$ cat src/sv/ita_pkg.sv
package ita_pkg;

    localparam int VALUE_WIDTH  = 64;
    localparam int MAX_DIGITS   = 64;
    localparam int RESULT_LIMIT = 63;
    localparam int STACK_DEPTH  = 64;
    localparam int STACK_AW     = $clog2(STACK_DEPTH);

    localparam int IN_W    = 64;
    localparam int BASE_W  = 5;
    localparam int CHAR_W  = 8;
    localparam int DIGIT_W = 4;
    localparam int CNT_W   = 7;
    localparam int REM_W   = DIGIT_W + 1;

    localparam logic [BASE_W-1:0] BASE_MIN = BASE_W'(2);
    localparam logic [BASE_W-1:0] BASE_MAX = BASE_W'(16);

    // magnitude bits below the sign
    localparam int MAG_W    = VALUE_WIDTH - 1;
    // quotient bits retired per divider cycle
    localparam int DIV_BITS = 8;
    localparam int DIV_CYC  = (MAG_W + DIV_BITS - 1) / DIV_BITS;
    localparam int DIV_W    = DIV_CYC * DIV_BITS;
    localparam int STEP_W   = $clog2(DIV_CYC + 1);

    localparam int LIMIT_A = (MAX_DIGITS < RESULT_LIMIT) ? MAX_DIGITS : RESULT_LIMIT;
    localparam int LIMIT   = (LIMIT_A < STACK_DEPTH) ? LIMIT_A : STACK_DEPTH;

    localparam logic [CHAR_W-1:0] CH_ZERO = 8'h30;
    localparam logic [CHAR_W-1:0] CH_NINE = 8'h39;
    localparam logic [CHAR_W-1:0] CH_A    = 8'h41;
    localparam logic [CHAR_W-1:0] CH_F    = 8'h46;

    typedef struct packed {
        logic              err;
        logic [MAG_W-1:0]  mag;
        logic [BASE_W-1:0] base;
    } cmd_t;

    typedef enum logic [2:0] {
        BK_IDLE,
        BK_DIV,
        BK_RD,
        BK_OUT,
        BK_ERR
    } bk_state_t;

    function automatic logic [CHAR_W-1:0] glyph(input logic [DIGIT_W-1:0] d);
        logic [CHAR_W-1:0] dd;
        dd = CHAR_W'(d);
        if (d < DIGIT_W'(10))
            glyph = CH_ZERO + dd;
        else
            glyph = CH_A + dd - CHAR_W'(10);
    endfunction

endpackage

$ cat src/sv/ita_ram.sv
module ita_ram #(
    parameter int WIDTH = 4,
    parameter int DEPTH = 64
) (
    input  logic                     clk,
    input  logic                     we,
    input  logic [$clog2(DEPTH)-1:0] waddr,
    input  logic [WIDTH-1:0]         wdata,
    input  logic                     re,
    input  logic [$clog2(DEPTH)-1:0] raddr,
    output logic [WIDTH-1:0]         rdata
);

    logic [WIDTH-1:0] mem [DEPTH];
    logic [WIDTH-1:0] rdata_reg;

    always_ff @(posedge clk)
    begin
        if (we)
        begin
            mem[waddr] <= wdata;
        end
        if (re)
        begin
            rdata_reg <= mem[raddr];
        end
    end

    assign rdata = rdata_reg;

endmodule

$ cat src/sv/ita_front.sv
module ita_front
    import ita_pkg::*;
(
    input  logic              clk,
    input  logic              rst_n,
    input  logic              push,
    output logic              full,
    input  logic [IN_W-1:0]   value,
    input  logic [BASE_W-1:0] base,
    output logic              cmd_valid,
    output cmd_t              cmd_data,
    input  logic              cmd_take
);

    // two-entry command queue toward the back end
    cmd_t        q_reg [2];
    logic        wr_ptr_reg, wr_ptr_next;
    logic        rd_ptr_reg, rd_ptr_next;
    logic [1:0]  cnt_reg, cnt_next;
    logic        do_push, do_pop;
    cmd_t        cls;

    always_comb
    begin
        cls.err  = (base < BASE_MIN) || (base > BASE_MAX) || value[VALUE_WIDTH-1];
        cls.mag  = value[MAG_W-1:0];
        cls.base = base;
    end

    assign full      = (cnt_reg == 2'd2);
    assign cmd_valid = (cnt_reg != 2'd0);
    assign cmd_data  = q_reg[rd_ptr_reg];
    assign do_push   = push && !full;
    assign do_pop    = cmd_take && cmd_valid;

    always_comb
    begin
        wr_ptr_next = wr_ptr_reg ^ do_push;
        rd_ptr_next = rd_ptr_reg ^ do_pop;
        cnt_next    = cnt_reg + 2'(do_push) - 2'(do_pop);
    end

    always_ff @(posedge clk or negedge rst_n)
    begin
        if (!rst_n)
        begin
            wr_ptr_reg <= 1'b0;
            rd_ptr_reg <= 1'b0;
            cnt_reg    <= 2'd0;
        end
        else
        begin
            wr_ptr_reg <= wr_ptr_next;
            rd_ptr_reg <= rd_ptr_next;
            cnt_reg    <= cnt_next;
        end
    end

    always_ff @(posedge clk)
    begin
        if (do_push)
        begin
            q_reg[wr_ptr_reg] <= cls;
        end
    end

endmodule

$ cat src/sv/ita_back.sv
module ita_back
    import ita_pkg::*;
(
    input  logic              clk,
    input  logic              rst_n,
    input  logic              cmd_valid,
    input  cmd_t              cmd_data,
    output logic              cmd_take,
    output logic              empty,
    input  logic              pop,
    output logic [CHAR_W-1:0] char_code,
    output logic              last,
    output logic              error
);

    bk_state_t state_reg, state_next;

    logic [DIV_W-1:0]  work_reg, work_next;
    logic [REM_W-1:0]  rem_reg, rem_next;
    logic [BASE_W-1:0] base_reg, base_next;
    logic [STEP_W-1:0] step_reg, step_next;
    logic [CNT_W-1:0]  count_reg, count_next;

    logic              ov_reg, ov_next;
    logic [CHAR_W-1:0] och_reg, och_next;
    logic              olast_reg, olast_next;
    logic              oerr_reg, oerr_next;

    // divider datapath: DIV_BITS restoring steps per cycle
    logic [DIV_W-1:0]  dw;
    logic [REM_W-1:0]  dr;

    logic                st_we, st_re;
    logic [STACK_AW-1:0] st_waddr, st_raddr;
    logic [DIGIT_W-1:0]  st_wdata, st_rdata;
    logic                out_free;

    ita_ram #(
        .WIDTH (DIGIT_W),
        .DEPTH (STACK_DEPTH)
    ) u_stack (
        .clk   (clk),
        .we    (st_we),
        .waddr (st_waddr),
        .wdata (st_wdata),
        .re    (st_re),
        .raddr (st_raddr),
        .rdata (st_rdata)
    );

    always_comb
    begin
        dr = rem_reg;
        dw = work_reg;
        for (int i = 0; i < DIV_BITS; i++)
        begin
            dr = {dr[REM_W-2:0], dw[DIV_W-1]};
            dw = {dw[DIV_W-2:0], 1'b0};
            if (dr >= REM_W'(base_reg))
            begin
                dr    = dr - REM_W'(base_reg);
                dw[0] = 1'b1;
            end
        end
    end

    assign out_free  = !ov_reg || pop;
    assign empty     = !ov_reg;
    assign char_code = och_reg;
    assign last      = olast_reg;
    assign error     = oerr_reg;

    always_comb
    begin
        state_next = state_reg;
        work_next  = work_reg;
        rem_next   = rem_reg;
        base_next  = base_reg;
        step_next  = step_reg;
        count_next = count_reg;
        ov_next    = ov_reg && !pop;
        och_next   = och_reg;
        olast_next = olast_reg;
        oerr_next  = oerr_reg;
        cmd_take   = 1'b0;
        st_we      = 1'b0;
        st_waddr   = count_reg[STACK_AW-1:0];
        st_wdata   = dr[DIGIT_W-1:0];
        st_re      = 1'b0;
        st_raddr   = STACK_AW'(count_reg - CNT_W'(1));

        case (state_reg)
            BK_IDLE:
            begin
                if (cmd_valid)
                begin
                    cmd_take   = 1'b1;
                    work_next  = DIV_W'(cmd_data.mag);
                    rem_next   = '0;
                    base_next  = cmd_data.base;
                    step_next  = '0;
                    count_next = '0;
                    state_next = cmd_data.err ? BK_ERR : BK_DIV;
                end
            end
            BK_DIV:
            begin
                work_next = dw;
                rem_next  = dr;
                step_next = step_reg + STEP_W'(1);
                if (step_reg == STEP_W'(DIV_CYC - 1))
                begin
                    // digit done: remainder to the stack, quotient stays in work
                    st_we      = 1'b1;
                    count_next = count_reg + CNT_W'(1);
                    rem_next   = '0;
                    step_next  = '0;
                    if (dw == '0)
                        state_next = BK_RD;
                    else if (count_reg + CNT_W'(1) >= CNT_W'(LIMIT))
                        state_next = BK_ERR;
                end
            end
            BK_RD:
            begin
                st_re      = 1'b1;
                state_next = BK_OUT;
            end
            BK_OUT:
            begin
                if (out_free)
                begin
                    ov_next    = 1'b1;
                    och_next   = glyph(st_rdata);
                    olast_next = (count_reg == CNT_W'(1));
                    oerr_next  = 1'b0;
                    count_next = count_reg - CNT_W'(1);
                    state_next = (count_reg == CNT_W'(1)) ? BK_IDLE : BK_RD;
                end
            end
            BK_ERR:
            begin
                if (out_free)
                begin
                    ov_next    = 1'b1;
                    och_next   = '0;
                    olast_next = 1'b1;
                    oerr_next  = 1'b1;
                    count_next = '0;
                    state_next = BK_IDLE;
                end
            end
            default:
            begin
                state_next = BK_IDLE;
            end
        endcase
    end

    always_ff @(posedge clk or negedge rst_n)
    begin
        if (!rst_n)
        begin
            state_reg <= BK_IDLE;
            step_reg  <= '0;
            count_reg <= '0;
            ov_reg    <= 1'b0;
            work_reg  <= '0;
        end
        else
        begin
            state_reg <= state_next;
            step_reg  <= step_next;
            count_reg <= count_next;
            ov_reg    <= ov_next;
            work_reg  <= work_next;
        end
    end

    always_ff @(posedge clk)
    begin
        rem_reg   <= rem_next;
        base_reg  <= base_next;
        och_reg   <= och_next;
        olast_reg <= olast_next;
        oerr_reg  <= oerr_next;
    end

endmodule

$ cat src/sv/integer_to_ascii_radix.sv
// Radix conversion: each word pushed carries a value and a base; the block
// pops out that value's digits in the base as uppercase ASCII ('0'-'9',
// 'A'-'F'), most significant first, one word per digit, with last set on
// the final digit. Zero gives the single digit '0'. A base outside 2..16
// or a negative value gives a single word with char_code 0, last 1 and
// error 1. Flow: the front end classifies the word and parks it in a
// two-entry command queue, so up to two words can be pushed while the
// back end is busy. The back end takes the command, then its one shared
// divider, which retires 8 quotient bits per cycle, runs over the whole
// 63-bit magnitude for each digit, and the remainder digit goes onto the
// digit stack RAM. The digits are then read back from the stack and
// loaded into the output register. The output register lets the back
// end go on while a finished word waits to be popped; it stalls only
// when it has the next word to load and the register is still full.
module integer_to_ascii_radix
    import ita_pkg::*;
(
    input  logic              clk,
    input  logic              rst_n,
    input  logic              push,
    output logic              full,
    input  logic [IN_W-1:0]   value,
    input  logic [BASE_W-1:0] base,
    output logic              empty,
    input  logic              pop,
    output logic [CHAR_W-1:0] char_code,
    output logic              last,
    output logic              error
);

    logic cmd_valid;
    logic cmd_take;
    cmd_t cmd_data;

    // classify and queue
    ita_front u_front (
        .clk       (clk),
        .rst_n     (rst_n),
        .push      (push),
        .full      (full),
        .value     (value),
        .base      (base),
        .cmd_valid (cmd_valid),
        .cmd_data  (cmd_data),
        .cmd_take  (cmd_take)
    );

    // divide, stack digits, emit in reverse
    ita_back u_back (
        .clk       (clk),
        .rst_n     (rst_n),
        .cmd_valid (cmd_valid),
        .cmd_data  (cmd_data),
        .cmd_take  (cmd_take),
        .empty     (empty),
        .pop       (pop),
        .char_code (char_code),
        .last      (last),
        .error     (error)
    );

    // an error word is always a lone, final word
    a_err_last: assert property (@(posedge clk) disable iff (!rst_n)
        (!empty && error) |-> (last && (char_code == '0)))
        else $error("error word without last or with nonzero char");

    // a good word is always a valid digit glyph
    a_glyph: assert property (@(posedge clk) disable iff (!rst_n)
        (!empty && !error) |->
        ((char_code >= CH_ZERO && char_code <= CH_NINE) ||
         (char_code >= CH_A && char_code <= CH_F)))
        else $error("digit word is not a glyph");

    // the back end takes a command only when it sits idle
    a_take_idle: assert property (@(posedge clk) disable iff (!rst_n)
        cmd_take |-> (cmd_valid && u_back.state_reg == BK_IDLE))
        else $error("command taken while back end busy");

endmodule
$ cat config.mk
export PLATFORM = sky130hd
export DESIGN_NAME = integer_to_ascii_radix
export DESIGN_NICKNAME = d
export VERILOG_FILES = /design/src/sv/ita_pkg.sv /design/src/sv/ita_ram.sv /design/src/sv/ita_front.sv /design/src/sv/ita_back.sv /design/src/sv/integer_to_ascii_radix.sv
export SDC_FILE = /design/constraint.sdc
export NUM_CORES = 1
export LEC_CHECK = 0
export BUFFER_PORTS_ARGS = -buffer_cell sky130_fd_sc_hd__buf_2
export CORE_UTILIZATION = 40
export DETAILED_ROUTE_END_ITERATION = 10
export PLACE_DENSITY_LB_ADDON = 0.15
export SYNTH_ARGS = -nofsm -noshare
export SYNTH_HDL_FRONTEND = slang
export SYNTH_SLANG_ARGS = --single-unit
$ cat constraint.sdc
create_clock -name clk -period 11.8 [get_ports clk]
set_clock_uncertainty 0.05 [all_clocks]
set_input_delay 2.36 -clock clk [delete_from_list [all_inputs] [get_ports clk]]
set_output_delay 2.36 -clock clk [all_outputs]
set_load 0.02 [all_outputs]
==> run_results.csv <==
group,metric,value,unit
grt,grt_pass1_wl,75700,um
clock_network,clkSinkCount,499,
floorplanning,die_w,234,um
worst_setup_path,critPathBufInv,8,
yosys,ys_warn_count,0,
run_status,status,"finished clean",
min_path,hold_class,"flop to flop",
floorplanning,dieHeight,234,um
grt,grt_use_total,18.5,%
yosys,async_flop_share,16.6,%
placed_design,dp_hpwl,31600,um
worst_setup_path,r2r_cells,48,
cells_and_area,nNetsFinal,1573,
worst_setup_path,critPathKind,"flop to flop",
timing,setup_violations,0,
clock_network,cts-buffers-inserted,54,
floorplanning,die_area,54800,um2
worst_setup_path,critPathSlowestCell,"a211o_1",
detailed_routing,via_count,12000,
detailed_routing,drtAntennaViolNets,0,
worst_setup_path,cp.depth,48,
clock_network,clk_latency,0.61,ns
cells_and_area,final_cell_mix,"edfxtp_1 (416), nor2_1 (97), nand2_1 (88)",
yosys,synth-seq-cells,499,
yosys,synth_area_per_cell,16.1,um2
grt,grt_max_degree,72,
detailed_routing,drtIter0Drc,832,
worst_setup_path,cp-start-kind,"flop",
timing,period_share,92.8,%
yosys,netlist_instances,1339,
worst_setup_path,cp.required,12.11,ns
worst_setup_path,crit_arrival,11.25,ns
grt,antenna_found_initial,4,
yosys,synth_ff_type,"edfxtp_1",
yosys,syn_nets,1470,
timing,rsz0062_at_grt,"false",
detailed_routing,first_pass_iters,5,
placed_design,gp_congestion,0.814,
worst_setup_path,worst_path_dominant_cell_family,"compound AO/OA/AOI/OAI gates",
grt,first_global_vias,12300,
timing,fmax,91.3,MHz
floorplanning,core-area,52900,um2
yosys,synth_cell_types,58,
timing,drv_slew,0,
floorplanning,rows,84,
cells_and_area,largest_reg_flops,256,
clock_network,root_buffer,"clkbuf_16",
floorplanning,io_pins,85,
worst_setup_path,crit_path_end_kind,"flop",
worst_setup_path,slowest_delay,0.45,ns
timing,hold_violations,0,
timing,min_period,10.95,ns
worst_setup_path,rr_endpoint,"u_back.rem_reg[1]",
clock_network,clockBufferDepth,3,
worst_setup_path,critPathMaxFanout,65,
run,maxCapViolations,0,
worst_setup_path,r2r-start,"u_back.base_reg[2]",
yosys,ys_seq_area_share,67.6,%
yosys,synth_edf_count,416,
worst_setup_path,r2r_setup_slack,0.85,ns
detailed_routing,viasPerCell,5.50,
cells_and_area,final_util,46.7,%
worst_setup_path,path_common_cell,"ha_1",
floorplanning,initial_core_util,40.8,%
cells_and_area,area_delta_synth_final,14.5,%
clock_network,clk_pin_slew_worst_paths,0.07,ns
clock_network,htree_levels,2,
clock_network,cts_tree,"yes",
placed_design,portBuffers,83,
cells_and_area,drive_above_1_share,25.2,%
grt,grt-ovfl-total,0,
detailed_routing,finalWirelength,50000,um
timing,slew_headroom,17.0,%
cells_and_area,final_common_cell,"edfxtp_1",
timing,worst_pin_slew,1.24,ns
worst_setup_path,crit_end,"u_back.rem_reg[1]",
detailed_routing,wire_per_inst,23.0,um
timing,setup_tns,0,ns
yosys,synthesis.area,21600,um2
detailed_routing,route.detailed.drc,0,
worst_setup_path,critPathLaunch,"u_back.base_reg[2]",
[routing by layer]
metal | part of all wire [%] | up-vias | track usage (%) | routed length [um]
li1 | - | 5441 | - | -
met1 | 44 | 6174 | 25.4 | 22000
met2 | 49 | 263 | 29.9 | 24400
met3 | 4.6 | 73 | 3.30 | 2290
met4 | 2.5 | 4 | 5.80 | 1240
met5 | 0.056 | - | 0 | 28
[cells in the mapped netlist, types with 2 or more instances]
cell type	number	area, um2
edfxtp_1	416	12500
nor2_1	98	368
nand2_1	89	334
dfrtp_1	83	2080
mux4_2	80	1800
mux2i_1	64	641
ha_1	50	626
o221a_2	48	541
clkbuf_1	42	158
inv_1	41	154
a21oi_1	39	195
mux2_2	25	282
o21ai_0	21	105
xnor2_1	21	184
buf_2	16	80.1
a21o_1	14	105
or3_1	14	87.6
nor2b_1	13	81.3
nor4_1	13	81.3
nand3_1	12	60.1
nor3_1	10	50.1
a22oi_1	9	67.6
nand2b_1	9	56.3
o21ai_1	9	45.0
fa_1	8	160
o22ai_1	8	50.1
o31ai_1	8	60.1
buf_1	7	26.3
nand4_1	7	43.8
xor2_1	7	61.3
a221o_1	6	60.1
and2_1	6	37.5
a31oi_1	5	31.3
nand3b_1	4	30.0
o221ai_1	4	35.0
a211o_1	3	26.3
inv_2	3	11.3
or4_1	3	22.5
a211oi_1	2	15.0
nor3_2	2	20.0
o211ai_1	2	15.0
or3b_2	2	17.5
[metrics by stage]
step           setup slack, ns  hold WS, ns  instance area, um2  std cells
2_1_floorplan         -0.00528        0.401               21600       1339
3_3_place_gp             0.545        0.431               22800       2067
3_5_place_dp             0.246        0.457               22800       2067
4_1_cts                  0.163        0.461               24600       2166
5_1_grt                0.00348        0.473               24700       2173
6_report                 0.853        0.464               24700       2175
[cell type report]
cell class	instances	area, um2
repair buffers	112	659
clock buffers	72	1490
flip-flops and latches	499	14600
diodes	2	5.00
inverters	44	165
clock inverters	27	246
fillers	4572	28200
multi-input cells	731	6680
well taps	688	861
[worst min-delay path by stage]
stage | endpoint | depth (start not counted) | slack, ns | startpoint
final | u_back.step_reg[3] | 1 | 0.46 | u_back.step_reg[3]
after global routing | u_back.step_reg[3] | 1 | 0.47 | u_back.step_reg[3]
after CTS | u_back.step_reg[3] | 1 | 0.46 | u_back.step_reg[3]
after detailed placement | u_back.step_reg[3] | 1 | 0.46 | u_back.step_reg[3]
after global placement | u_back.step_reg[3] | 1 | 0.43 | u_back.step_reg[3]
after floorplan | u_back.step_reg[3] | 1 | 0.40 | u_back.step_reg[3]
[repair_timing]
item                                    CTS  global route
hold buffers                              0             0
resized for setup                         0            15
buffers inserted                          0             6
endpoints found under the setup margin    0           263
[worst register-to-register path: cells and delay by family (launching register included)]
kind / cells / cell delay (ns)
simple gates: 5 / 0.48
compound gates: 21 / 4.22
mux: 6 / 1.96
flops: 1 / 0.33
fa+ha+maj: 8 / 2.50
buf+inv: 8 / 1.14
[logic make-up after synthesis]
| logic type | synth area share, % |
|---|---|
| AO/OA/AOI/OAI | 6.58 |
| adder cells (fa/ha/maj) | 3.65 |
| AND/OR/NAND/NOR | 6.23 |
| buffers and inverters | 2.03 |
| multiplexers | 12.7 |
| flip-flops | 67.6 |
| other | 0.0174 |
| XOR/XNOR | 1.21 |
Power is not shown: default switching activity piles up to over one toggle a cycle in this logic, so the estimate is an artifact.
